### src/sv/lzc_pkg.sv
package lzc_pkg;

  // store size and derived widths
  localparam int MAX_RUN = 1024;
  localparam int ADDR_W  = $clog2(MAX_RUN);
  localparam int CNT_W   = ADDR_W + 1;
  localparam int WLK_W   = CNT_W + 1;
  localparam int SUM_W   = WLK_W + 1;

  // word field widths
  localparam int IVL_W  = 12;
  localparam int MEAN_W = 16;
  localparam int CX_W   = 11;
  localparam int ST_W   = 2;

  // status codes
  localparam logic [ST_W-1:0] STATUS_OK    = 2'd0;
  localparam logic [ST_W-1:0] STATUS_SHORT = 2'd1;
  localparam logic [ST_W-1:0] STATUS_OVF   = 2'd2;

  // symbol queue between front and back
  localparam int QDEPTH = 4;
  localparam int QPTR_W = $clog2(QDEPTH);

  typedef struct packed {
    logic sym;
    logic last;
  } sym_t;

endpackage

### src/sv/lzc_in_if.sv
interface lzc_in_if;
  logic                      valid;
  logic                      ready;
  logic [lzc_pkg::IVL_W-1:0] interval;
  logic                      last;

  modport source (output valid, output interval, output last, input ready);
  modport sink   (input valid, input interval, input last, output ready);
endinterface

### src/sv/lzc_out_if.sv
interface lzc_out_if;
  logic                     valid;
  logic                     ready;
  logic [lzc_pkg::CX_W-1:0] complexity;
  logic [lzc_pkg::ST_W-1:0] status;

  modport source (output valid, output complexity, output status, input ready);
  modport sink   (input valid, input complexity, input status, output ready);
endinterface

### src/sv/lzc_front.sv
module lzc_front (
  input  logic                       clk,
  input  logic                       rst_n,
  input  logic                       cfg_we,
  input  logic [lzc_pkg::MEAN_W-1:0] cfg_wdata,
  lzc_in_if.sink                     in_ch,
  output logic                       push_valid,
  input  logic                       push_ready,
  output lzc_pkg::sym_t              push_data
);

  logic [lzc_pkg::MEAN_W-1:0] mean_r;
  logic [lzc_pkg::MEAN_W-1:0] scaled;
  logic [lzc_pkg::MEAN_W-1:0] diff;
  logic [lzc_pkg::MEAN_W+4:0] lhs;
  logic [lzc_pkg::MEAN_W+4:0] rhs;

  // mean register
  always_ff @(posedge clk) begin
    if (!rst_n) begin
      mean_r <= '0;
    end else if (cfg_we) begin
      mean_r <= cfg_wdata;
    end
  end

  // symbol rule: 20 * |16*i - m| > 3 * m
  always_comb begin
    scaled = {in_ch.interval, 4'b0000};
    diff   = (scaled >= mean_r) ? (scaled - mean_r) : (mean_r - scaled);
    lhs    = {1'b0, diff, 4'b0000} + {3'b000, diff, 2'b00};
    rhs    = {4'b0000, mean_r, 1'b0} + {5'b00000, mean_r};
  end

  // hand the classified word to the queue
  assign push_valid     = in_ch.valid;
  assign in_ch.ready    = push_ready;
  assign push_data.sym  = (lhs > rhs);
  assign push_data.last = in_ch.last;

endmodule

### src/sv/lzc_queue.sv
module lzc_queue (
  input  logic          clk,
  input  logic          rst_n,
  input  logic          push_valid,
  output logic          push_ready,
  input  lzc_pkg::sym_t push_data,
  output logic          pop_valid,
  input  logic          pop_ready,
  output lzc_pkg::sym_t pop_data
);

  lzc_pkg::sym_t               slot_r [lzc_pkg::QDEPTH];
  logic [lzc_pkg::QPTR_W-1:0]  wr_ptr_r, wr_ptr_nxt;
  logic [lzc_pkg::QPTR_W-1:0]  rd_ptr_r, rd_ptr_nxt;
  logic [lzc_pkg::QPTR_W:0]    cnt_r, cnt_nxt;
  logic                        do_push, do_pop;

  assign push_ready = (cnt_r != (lzc_pkg::QPTR_W+1)'(lzc_pkg::QDEPTH));
  assign pop_valid  = (cnt_r != '0);
  assign pop_data   = slot_r[rd_ptr_r];
  assign do_push    = push_valid && push_ready;
  assign do_pop     = pop_valid && pop_ready;

  // pointer and fill count
  always_comb begin
    wr_ptr_nxt = do_push ? wr_ptr_r + 1'b1 : wr_ptr_r;
    rd_ptr_nxt = do_pop  ? rd_ptr_r + 1'b1 : rd_ptr_r;
    cnt_nxt    = cnt_r;
    if (do_push && !do_pop) begin
      cnt_nxt = cnt_r + 1'b1;
    end else if (do_pop && !do_push) begin
      cnt_nxt = cnt_r - 1'b1;
    end
  end

  always_ff @(posedge clk) begin
    if (!rst_n) begin
      wr_ptr_r <= '0;
      rd_ptr_r <= '0;
      cnt_r    <= '0;
    end else begin
      wr_ptr_r <= wr_ptr_nxt;
      rd_ptr_r <= rd_ptr_nxt;
      cnt_r    <= cnt_nxt;
    end
  end

  // slot storage
  always_ff @(posedge clk) begin
    if (do_push) begin
      slot_r[wr_ptr_r] <= push_data;
    end
  end

endmodule

### src/sv/lzc_back.sv
module lzc_back (
  input  logic          clk,
  input  logic          rst_n,
  input  logic          pop_valid,
  output logic          pop_ready,
  input  lzc_pkg::sym_t pop_data,
  lzc_out_if.source     out_ch
);

  typedef enum logic [3:0] {
    S_LOAD = 4'b0001,
    S_RD   = 4'b0010,
    S_CMP  = 4'b0100,
    S_DONE = 4'b1000
  } back_state_t;

  back_state_t                state_r, state_nxt;
  logic                       sym_mem [lzc_pkg::MAX_RUN];
  logic                       rd_a_r, rd_b_r;
  logic [lzc_pkg::CNT_W-1:0]  run_len_r, run_len_nxt;
  logic                       ovf_r, ovf_nxt;
  logic [lzc_pkg::WLK_W-1:0]  i_r, i_nxt, k_r, k_nxt, l_r, l_nxt, kmax_r, kmax_nxt;
  logic [lzc_pkg::CNT_W-1:0]  n_r, n_nxt;
  logic [lzc_pkg::CX_W-1:0]   c_r, c_nxt, c_inc;
  logic [lzc_pkg::CX_W-1:0]   res_cx_r, res_cx_nxt;
  logic [lzc_pkg::ST_W-1:0]   res_st_r, res_st_nxt;
  logic                       out_valid_r, out_valid_nxt;
  logic [lzc_pkg::CX_W-1:0]   out_cx_r, out_cx_nxt;
  logic [lzc_pkg::ST_W-1:0]   out_st_r, out_st_nxt;
  logic                       do_pop, store_ok, wr_en;
  logic [lzc_pkg::CNT_W-1:0]  len_after;
  logic [lzc_pkg::WLK_W-1:0]  sum_a, sum_b, i_inc, k_inc, kmax_new, l_new;
  logic [lzc_pkg::SUM_W-1:0]  match_end, n_ext;
  logic [lzc_pkg::ADDR_W-1:0] addr_a, addr_b;

  assign pop_ready = (state_r == S_LOAD);
  assign do_pop    = pop_valid && pop_ready;
  assign store_ok  = (run_len_r < lzc_pkg::CNT_W'(lzc_pkg::MAX_RUN));
  assign wr_en     = do_pop && store_ok;
  assign len_after = store_ok ? run_len_r + 1'b1 : run_len_r;

  // walk arithmetic
  assign sum_a     = i_r + k_r - 1'b1;
  assign sum_b     = l_r + k_r - 1'b1;
  assign addr_a    = sum_a[lzc_pkg::ADDR_W-1:0];
  assign addr_b    = sum_b[lzc_pkg::ADDR_W-1:0];
  assign i_inc     = i_r + 1'b1;
  assign k_inc     = k_r + 1'b1;
  assign kmax_new  = (k_r > kmax_r) ? k_r : kmax_r;
  assign l_new     = l_r + kmax_new;
  assign n_ext     = lzc_pkg::SUM_W'(n_r);
  assign match_end = lzc_pkg::SUM_W'(l_r) + lzc_pkg::SUM_W'(k_inc) + 1'b1;
  assign c_inc     = (&c_r) ? c_r : c_r + 1'b1;

  // symbol store: one write port, two registered read ports
  always_ff @(posedge clk) begin
    if (wr_en) begin
      sym_mem[run_len_r[lzc_pkg::ADDR_W-1:0]] <= pop_data.sym;
    end
    if (state_r == S_RD) begin
      rd_a_r <= sym_mem[addr_a];
      rd_b_r <= sym_mem[addr_b];
    end
  end

  // run bookkeeping and phrase walk
  always_comb begin
    state_nxt     = state_r;
    run_len_nxt   = run_len_r;
    ovf_nxt       = ovf_r;
    i_nxt         = i_r;
    k_nxt         = k_r;
    l_nxt         = l_r;
    kmax_nxt      = kmax_r;
    n_nxt         = n_r;
    c_nxt         = c_r;
    res_cx_nxt    = res_cx_r;
    res_st_nxt    = res_st_r;
    out_valid_nxt = out_valid_r && !out_ch.ready;
    out_cx_nxt    = out_cx_r;
    out_st_nxt    = out_st_r;
    case (state_r)
      S_LOAD: begin
        if (do_pop) begin
          run_len_nxt = len_after;
          ovf_nxt     = ovf_r || !store_ok;
          if (pop_data.last) begin
            run_len_nxt = '0;
            ovf_nxt     = 1'b0;
            res_cx_nxt  = '0;
            if (ovf_r || !store_ok) begin
              res_st_nxt = lzc_pkg::STATUS_OVF;
              state_nxt  = S_DONE;
            end else if (len_after < lzc_pkg::CNT_W'(2)) begin
              res_st_nxt = lzc_pkg::STATUS_SHORT;
              state_nxt  = S_DONE;
            end else begin
              res_st_nxt = lzc_pkg::STATUS_OK;
              i_nxt      = '0;
              k_nxt      = lzc_pkg::WLK_W'(1);
              l_nxt      = lzc_pkg::WLK_W'(1);
              kmax_nxt   = lzc_pkg::WLK_W'(1);
              c_nxt      = lzc_pkg::CX_W'(1);
              n_nxt      = len_after - 1'b1;
              state_nxt  = S_RD;
            end
          end
        end
      end
      S_RD: begin
        state_nxt = S_CMP;
      end
      S_CMP: begin
        state_nxt = S_RD;
        if (rd_a_r == rd_b_r) begin
          // match: extend current phrase
          k_nxt = k_inc;
          if (match_end >= n_ext) begin
            res_cx_nxt = c_inc;
            state_nxt  = S_DONE;
          end
        end else begin
          kmax_nxt = kmax_new;
          i_nxt    = i_inc;
          k_nxt    = lzc_pkg::WLK_W'(1);
          if (i_inc == l_r) begin
            // new phrase
            c_nxt = c_inc;
            l_nxt = l_new;
            if (lzc_pkg::SUM_W'(l_new) + 1'b1 > n_ext) begin
              res_cx_nxt = c_inc;
              state_nxt  = S_DONE;
            end else begin
              i_nxt    = '0;
              kmax_nxt = lzc_pkg::WLK_W'(1);
            end
          end
        end
      end
      S_DONE: begin
        if (!out_valid_r || out_ch.ready) begin
          out_valid_nxt = 1'b1;
          out_cx_nxt    = res_cx_r;
          out_st_nxt    = res_st_r;
          state_nxt     = S_LOAD;
        end
      end
      default: begin
        state_nxt = S_LOAD;
      end
    endcase
  end

  // control registers
  always_ff @(posedge clk) begin
    if (!rst_n) begin
      state_r     <= S_LOAD;
      run_len_r   <= '0;
      ovf_r       <= 1'b0;
      out_valid_r <= 1'b0;
    end else begin
      state_r     <= state_nxt;
      run_len_r   <= run_len_nxt;
      ovf_r       <= ovf_nxt;
      out_valid_r <= out_valid_nxt;
    end
  end

  // walk and result payload
  always_ff @(posedge clk) begin
    i_r      <= i_nxt;
    k_r      <= k_nxt;
    l_r      <= l_nxt;
    kmax_r   <= kmax_nxt;
    n_r      <= n_nxt;
    c_r      <= c_nxt;
    res_cx_r <= res_cx_nxt;
    res_st_r <= res_st_nxt;
    out_cx_r <= out_cx_nxt;
    out_st_r <= out_st_nxt;
  end

  assign out_ch.valid      = out_valid_r;
  assign out_ch.complexity = out_cx_r;
  assign out_ch.status     = out_st_r;

endmodule

### src/sv/lempel_ziv_complexity_engine.sv
// channel   | dir | word fields                 | handshake
// ----------+-----+-----------------------------+------------------------
// in_ch     | in  | interval[11:0], last        | valid / ready
// out_ch    | out | complexity[10:0], status[1:0] | valid / ready
// cfg       | in  | cfg_wdata[15:0] (mean, q4)  | cfg_we, no back-pressure
//
// intervals are classified and queued one per cycle while the queue has room; the back end
// stores one a cycle while loading; after the last word each walk step is a two-port store
// read, then a compare; the done state hands over the result; steps grow with run length
// rst_n is synchronous; the symbol store has no clearing pass, runs only read what they wrote
// in_ch stalls only when the four-word queue fills: during a walk, or when a finished
// result waits behind an unread one; a single unread result does not block loading
module lempel_ziv_complexity_engine (
  input  logic                       clk,
  input  logic                       rst_n,
  input  logic                       cfg_we,
  input  logic [lzc_pkg::MEAN_W-1:0] cfg_wdata,
  lzc_in_if.sink                     in_ch,
  lzc_out_if.source                  out_ch
);

  logic          push_valid, push_ready, pop_valid, pop_ready;
  lzc_pkg::sym_t push_data, pop_data;

  lzc_front u_front (
    .clk       (clk),
    .rst_n     (rst_n),
    .cfg_we    (cfg_we),
    .cfg_wdata (cfg_wdata),
    .in_ch     (in_ch),
    .push_valid(push_valid),
    .push_ready(push_ready),
    .push_data (push_data)
  );

  lzc_queue u_queue (
    .clk       (clk),
    .rst_n     (rst_n),
    .push_valid(push_valid),
    .push_ready(push_ready),
    .push_data (push_data),
    .pop_valid (pop_valid),
    .pop_ready (pop_ready),
    .pop_data  (pop_data)
  );

  lzc_back u_back (
    .clk      (clk),
    .rst_n    (rst_n),
    .pop_valid(pop_valid),
    .pop_ready(pop_ready),
    .pop_data (pop_data),
    .out_ch   (out_ch)
  );

endmodule

### src/flat_wrapper.sv
// flat-port wrapper written by rule: the top's interface ports become plain ports
module lempel_ziv_complexity_engine_flat 
  (clk, rst_n, cfg_we, cfg_wdata, in_ch_valid, in_ch_interval, in_ch_last, in_ch_ready, out_ch_valid, out_ch_complexity, out_ch_status, out_ch_ready);
  lzc_in_if in_ch_i ();
  lzc_out_if out_ch_i ();
  input  logic clk;
  input  logic rst_n;
  input  logic cfg_we;
  input  logic [lzc_pkg::MEAN_W-1:0] cfg_wdata;
  input wire logic [$bits(in_ch_i.valid)-1:0] in_ch_valid;
  input wire logic [$bits(in_ch_i.interval)-1:0] in_ch_interval;
  input wire logic [$bits(in_ch_i.last)-1:0] in_ch_last;
  output wire logic [$bits(in_ch_i.ready)-1:0] in_ch_ready;
  output wire logic [$bits(out_ch_i.valid)-1:0] out_ch_valid;
  output wire logic [$bits(out_ch_i.complexity)-1:0] out_ch_complexity;
  output wire logic [$bits(out_ch_i.status)-1:0] out_ch_status;
  input wire logic [$bits(out_ch_i.ready)-1:0] out_ch_ready;
  assign in_ch_i.valid = in_ch_valid;
  assign in_ch_i.interval = in_ch_interval;
  assign in_ch_i.last = in_ch_last;
  assign in_ch_ready = in_ch_i.ready;
  assign out_ch_valid = out_ch_i.valid;
  assign out_ch_complexity = out_ch_i.complexity;
  assign out_ch_status = out_ch_i.status;
  assign out_ch_i.ready = out_ch_ready;
  lempel_ziv_complexity_engine u_core (.clk(clk), .rst_n(rst_n), .cfg_we(cfg_we), .cfg_wdata(cfg_wdata), .in_ch(in_ch_i), .out_ch(out_ch_i));
endmodule
### config.mk
export PLATFORM = sky130hd
export DESIGN_NAME = lempel_ziv_complexity_engine_flat
export DESIGN_NICKNAME = d
export VERILOG_FILES = /design/src/sv/lzc_pkg.sv /design/src/sv/lzc_in_if.sv /design/src/sv/lzc_out_if.sv /design/src/sv/lzc_front.sv /design/src/sv/lzc_queue.sv /design/src/sv/lzc_back.sv /design/src/sv/lempel_ziv_complexity_engine.sv /design/src/flat_wrapper.sv
export SDC_FILE = /design/constraint.sdc
export NUM_CORES = 2
export LEC_CHECK = 0
export BUFFER_PORTS_ARGS = -buffer_cell sky130_fd_sc_hd__clkbuf_2
export CAP_MARGIN = 0
export CELL_PAD_IN_SITES_DETAIL_PLACEMENT = 1
export CELL_PAD_IN_SITES_GLOBAL_PLACEMENT = 1
export CORE_MARGIN = 4
export CORE_UTILIZATION = 30
export CTS_CLUSTER_DIAMETER = 120
export DETAILED_ROUTE_END_ITERATION = 16
export PLACE_DENSITY_LB_ADDON = 0.12
export SLEW_MARGIN = 10
export SYNTH_ARGS = -nofsm -noshare
export SYNTH_HDL_FRONTEND = slang
export SYNTH_HIERARCHICAL = 1
export SYNTH_SLANG_ARGS = --single-unit
### constraint.sdc
create_clock -name clk -period 14.7 [get_ports clk]
set_clock_uncertainty 0.05 [all_clocks]
set_input_delay 0.735 -clock clk [delete_from_list [all_inputs] [get_ports clk]]
set_output_delay 0.735 -clock clk [all_outputs]
set_load 0.005 [all_outputs]
Yosys cells after proc, flatten, opt, wreduce, memory -nomap -nowiden --
Memories as Yosys holds them, arrays and structs flattened. A register that Yosys moved wholly into a read port is not among the register bits. Index checks and enable logic that the tools add are counted.
Word-level totals: word-level logic and storage cells 155, bits of input ports 34, memory bits (writable) 1032, memories kept 2, output and inout bits 15, bits in registers 136
Memory list:
- u_core.u_back.sym_mem | words 1024, width 1, read ports 2, clocked after memory_dff 2, wr ports 1, RTL line lzc_back.sv:18 | logic sym_mem [lzc_pkg::MAX_RUN];
- u_core.u_queue.slot_r | words 4, width 2, read ports 1, clocked after memory_dff 1, wr ports 1, RTL line lzc_queue.sv:12 | lzc_pkg::sym_t slot_r [lzc_pkg::QDEPTH];
Cells by class: reductions and logical operators 26, $add $sub $neg 21, order comparisons 7, eq/ne operators 17, mux-type cells 62, bitwise gates (word level) 2
Operator list (number):
- two-way mux 12 bit | 18
- two-way mux 11 bit | 15
- case mux 12 bit (2 select lines) | 4
- case mux 11 bit (2 select lines) | 2
- two-way mux 4 bit | 9
- subtractor 16 bit | 2
- adder 12 x 1 -> 12 bit, second input constant | 2
- adder 11 x 1 -> 11 bit, second input constant | 2
- adder 20 x 18 -> 21 bit | 1
- > comparator 21 x 18 -> 1 bit | 1
- adder 10 bit | 2
- subtractor 10 x 1 -> 10 bit, second input constant | 2
- adder 17 x 16 -> 18 bit | 1
- >= comparator 16 bit | 1
- two-way mux 16 bit | 1
- case mux 4 bit (4 select lines) | 1
- adder 12 x 1 -> 13 bit, second input constant | 1
- adder 12 x 12 -> 13 bit | 1
- adder 13 x 1 -> 13 bit, second input constant | 1
- >= comparator 13 x 11 -> 1 bit | 1
- > comparator 13 x 11 -> 1 bit | 1
- adder 12 bit | 1
- equality test 12 bit | 1
- > comparator 12 bit | 1
- 29 further kinds | 63

Logic depth before layout (Yosys ltp) --
word-level depth 9, mapped depth 30, depth with buffers taken out 28

By module --
The synthesis kept the hierarchy.
Modules (own cells, without submodules):
- lzc_back | instances 1, sequential area each 34032.6 um^2, area each 61489.0 um^2, cells each 4545
- lzc_front | instances 1, sequential area each 320.3 um^2, area each 3744.8 um^2, cells each 483
- lzc_queue | instances 1, sequential area each 420.4 um^2, area each 790.8 um^2, cells each 58

Worst setup path before layout --
No wires, ideal clock.
path type reg-to-reg, start point register (tool-made name), end point memory u_core.u_back.sym_mem[0] (data pin), cell stages (with the launch flop) 2, slack 5781 ps, data arrival time 7263 ps, required time 13044 ps, library setup time 1606 ps, clock period less this slack 8919 ps, buffers on the path 0, cell sequence dfxtp_1 -> mux4_2
RTL lines (RTL line):
- end, declared | lzc_back.sv:18

Worst setup path in the final report --
start point register u_core/u_back/k_r[0] in the netlist's numbering, end point register u_core/u_back/res_cx_r[4] in the netlist's numbering, enable pin
Between the ends: elaborated cells between the ends (all ways) 12, classes of those cells add/sub (5); order compare (3); eq/ne (2); mux (1); reduce/logical (1)
RTL lines:
- start, declared | RTL line lzc_back.sv:22 | logic [lzc_pkg::WLK_W-1:0] i_r, i_nxt, k_r, k_nxt, l_r, l_nxt, kmax_r, kmax_nxt;
- start signal, assigned | RTL line lzc_back.sv:172 | k_r <= k_nxt;
- adder 12 x 1 -> 12 bit | RTL line lzc_back.sv:48 | assign k_inc = k_r + 1'b1;
- net u_core.u_back.k_inc, one bit | RTL line lzc_back.sv:32 | logic [lzc_pkg::WLK_W-1:0] sum_a, sum_b, i_inc, k_inc, kmax_new, l_new;
- adder 12 x 12 -> 13 bit | RTL line lzc_back.sv:52 | assign match_end = lzc_pkg::SUM_W'(l_r) + lzc_pkg::SUM_W'(k_inc) + 1'b1;
- adder 13 x 1 -> 13 bit | RTL line lzc_back.sv:52
- >= comparator 13 x 11 -> 1 bit | RTL line lzc_back.sv:118 | if (match_end >= n_ext) begin
- inequality test 3 bit (no source line)
- AND reduction 6 bit (no source line)
- end signal, assigned | RTL line lzc_back.sv:177 | res_cx_r <= res_cx_nxt;
- end, declared | RTL line lzc_back.sv:25 | logic [lzc_pkg::CX_W-1:0] res_cx_r, res_cx_nxt;
The timed path passes the listed nets, and every way through them passes these cells. A chain may end at the register's enable or synchronous reset.

==> flow_metrics.py <==
metrics = {
    "run_status": {
        "outcome": "finished clean",
    },
    "placement": {
        "dp.cells": 7671,
        "place_congestion": 0.781,
        "placed_cell_area_um2": 69000,
        "dp_hpwl_um": 141000,
        "io_buffer_count": 48,
    },
    "pwr": {
        "p_leak_nw": 23.2,
        "pwr-share-seq_pct": 33.2,
        "power_density_nw_per_um2": 172,
        "ir_drop_v": 0.000104,
        "pwr-share-comb_pct": 38.4,
        "power.switching_w": 0.00484,
        "internal_power_w": 0.00786,
        "switching_share_pct": 38.1,
        "clkPwrFrac_pct": 28.4,
    },
    "timing": {
        "final_hold_viol_count": 0,
        "tightestPinTransition_ns": 1.21,
        "max_slew_margin_pct": 18.8,
        "min_period_over_period_pct": 47.1,
        "finalMaxSlewViolations": 0,
        "finalSetupViolCount": 0,
        "rsz0062_at_grt": "false",
        "clock.fmax_ghz": 0.145,
        "tns_ns": 0,
        "fin_crit_ns": 6.92,
    },
    "global_route": {
        "grt_max_degree": 200,
        "grt_pass1_wl_um": 348000,
        "grt_usage_pct": 21.1,
        "grt_overflow": 0,
        "grt_pass1_vias": 46200,
        "grt-busiest-layer": "met2",
        "grtUsageMet3_pct": 2.56,
        "grt_use_met1_pct": 28.8,
        "grt_antenna_before_repair": 16,
        "use_met2_pct": 35.5,
    },
    "logic_synthesis": {
        "netlist_area_um2": 66000,
        "synth_top_cell_area_share_pct": 51.4,
        "seq_area_frac_synth_pct": 52.7,
        "synth.most_common_cell": "nor2_1",
        "ys_ff_latch": 1172,
        "synth_cell_type_count": 109,
        "synthArstFlopShare_pct": 0,
        "syn_inst": 5086,
        "ys_warn_count": 6,
        "mappedNetlistNets": 5306,
        "synth_top_area_cell": "edfxtp_1",
        "synth_edf_count": 1130,
        "synth_commonest_cells": "1169 x nor2_1, 1130 x edfxtp_1, 550 x mux4_2",
        "synth_top_flop_cell": "edfxtp_1",
        "netlist_top_cells_area": "edfxtp_1 51%, mux4_2 19%, nor2_1 6.6%",
        "avgSynthCellArea_um2": 13.0,
    },
    "route": {
        "first_pass_iters": 5,
        "finalWirelength_um": 244000,
        "avgRoutedWirePerCell_um": 30.8,
        "antenna_left": 0,
        "post_drt_via_cell_ratio": 5.56,
        "vias": 44100,
        "drt-initial-drc-count": 3857,
        "drc": 0,
    },
    "setup_path": {
        "arrival_ns": 7.27,
        "timing.critical_path.required_ns": 15.05,
        "cp-end-kind": "register",
        "worst_setup_path_start_kind": "register",
        "worstSetupPathType": "register to register",
        "crit_fanout": 11,
    },
    "finish": {
        "fin_nets": 5189,
        "instances_no_fill": 7939,
        "layout-drive-gt1-share_pct": 20.6,
        "fin_util_pct": 33.8,
        "finalInstanceArea_um2": 73800,
        "area.growth.synth_to_final_pct": 11.7,
    },
    "clock_network": {
        "clockRootBuffer": "clkbuf_16",
        "cts_setup_buffers": 0,
        "ctsResizeCount": 0,
        "cts_buffer_depth": 3,
        "cts_buffers": 150,
        "cts_tree": "done",
        "postCtsHoldBufs": 0,
        "ctsHtreeMaxLevel": 4,
        "path_clk_slew_ns": 0.06,
        "clock_latency_ns": 0.80,
        "cts.sinks": 1172,
    },
    "die": {
        "dieWidth_um": 477,
        "rows": 171,
        "die_h_um": 477,
        "io_pins": 49,
        "fp.coreArea_um2": 218000,
        "start_util_pct": 30.3,
        "die-area_um2": 228000,
    },
    "min_path": {
        "min-delay-path-class": "primary input to register",
    },
    "flow_run": {
        "max_cap_viol_count": 0,
    },
}
stage by stage:
step	total power, W	hold slack (ns)	setup slack, ns
after detailed placement	0.00918	0.373	7.74
after global placement	0.00916	0.358	7.77
after CTS	0.0128	0.0733	7.73
final	0.0127	0.136	7.78
after global routing	0.0133	0.0929	7.39
after floorplan	0.00738	0.350	5.78
cell usage in the layout (no fill, tap or decap), types with 56 or more instances in the layout:
cell       instances
nor2_1          1160
edfxtp_1        1130
mux4_2           549
nand2_1          256
ha_1             175
clkbuf_16        155
inv_1            148
a21oi_1          108
buf_4            102
xnor2_1           84
mux2i_1           74
o21ai_0           72
nor3_1            61
nand3_1           56
cell families after synthesis:
logic type,Yosys count,synth area share (%)
and+or+nand+nor,1842,11.9
DFF,1172,52.7
muxes,644,20.2
buffers and inverters,573,3.90
AOI/OAI and AO/OA,529,5.73
adders and majority gates,187,3.62
xor gates and xnor gates,139,1.92
power by group through the flow:
stage | clock (W) | combinational (W) | sequential, W
finish | 0.00361 | 0.00488 | 0.00422
global route | 0.00385 | 0.00519 | 0.00423
CTS | 0.00371 | 0.00491 | 0.00422
detailed placement | 0 | 0.00489 | 0.00429
global placement | 0 | 0.00487 | 0.00429
floorplan | 0 | 0.00292 | 0.00447
layout make-up:
cell class / count / area (um^2)
repair buffers: 156 / 1130
inverters: 148 / 556
diodes: 5 / 12.5
clock buffers: 190 / 4020
multi-input cells: 3341 / 29000
well taps: 2854 / 3570
clock inverters: 73 / 671
flip-flops and latches: 1172 / 34800
fillers: 22900 / 144000
layer usage:
| layer | routed length (um) | vias to the layer above | share of wire [%] |
|---|---|---|---|
| met5 | 0 | - | 0 |
| li1 | - | 19000 | - |
| met1 | 108000 | 23700 | 44 |
| met4 | 6930 | 0 | 2.8 |
| met2 | 118000 | 1093 | 48 |
| met3 | 11000 | 316 | 4.5 |
path summary, 6_finish.rpt:
kind	to	startpoint	cells after the start	slack, ns
setup reg to reg	u_core/u_back/res_cx_r[4]	u_core/u_back/k_r[0]	24	7.78
hold reg to reg	u_core/u_back/out_ch.complexity[10]	u_core/u_back/res_cx_r[10]	0	0.38
hold / removal	u_core/u_queue/slot_r[1][0]	in_ch_last	1	0.14
setup / recovery	u_core/u_back/res_cx_r[4]	u_core/u_back/k_r[0]	24	7.78
worst max-delay path, cell delays in order (launching register included):
cell      delay (ns)
edfxtp_1        0.45
inv_1           0.18
ha_1            0.24
nor2b_1         0.11
o211ai_1        0.10
a211o_1         0.26
a31oi_1         0.25
mux2_2          0.40
ha_1            0.25
fa_1            0.49
a211oi_4        0.31
nor2_2          0.15
nor4b_4         0.37
nand3_1         0.14
or3_1           0.37
nor3_1          0.21
xnor2_1         0.13
ha_1            0.31
nand4_1         0.09
nor2_1          0.14
a21oi_1         0.09
a22o_1          0.25
or3b_4          0.26
nand4_1         0.12
o211ai_1        0.81
flip-flops by register name, summed over array words and instances, names as in the netlist, 3 cells and up, named ones only:
signal / count
u_core/u_back/c_r: 11
u_core/u_back/i_r: 12
u_core/u_back/k_r: 12
u_core/u_back/kmax_r: 12
u_core/u_back/l_r: 12
u_core/u_back/n_r: 11
u_core/u_back/out_ch.complexity: 11
u_core/u_back/res_cx_r: 11
u_core/u_back/run_len_r: 11
u_core/u_back/state_r: 4
u_core/u_back/sym_mem: 1024
u_core/u_front/mean_r: 16
u_core/u_queue/cnt_r: 3
u_core/u_queue/slot_r: 8
(Power assumes the default switching activity.)
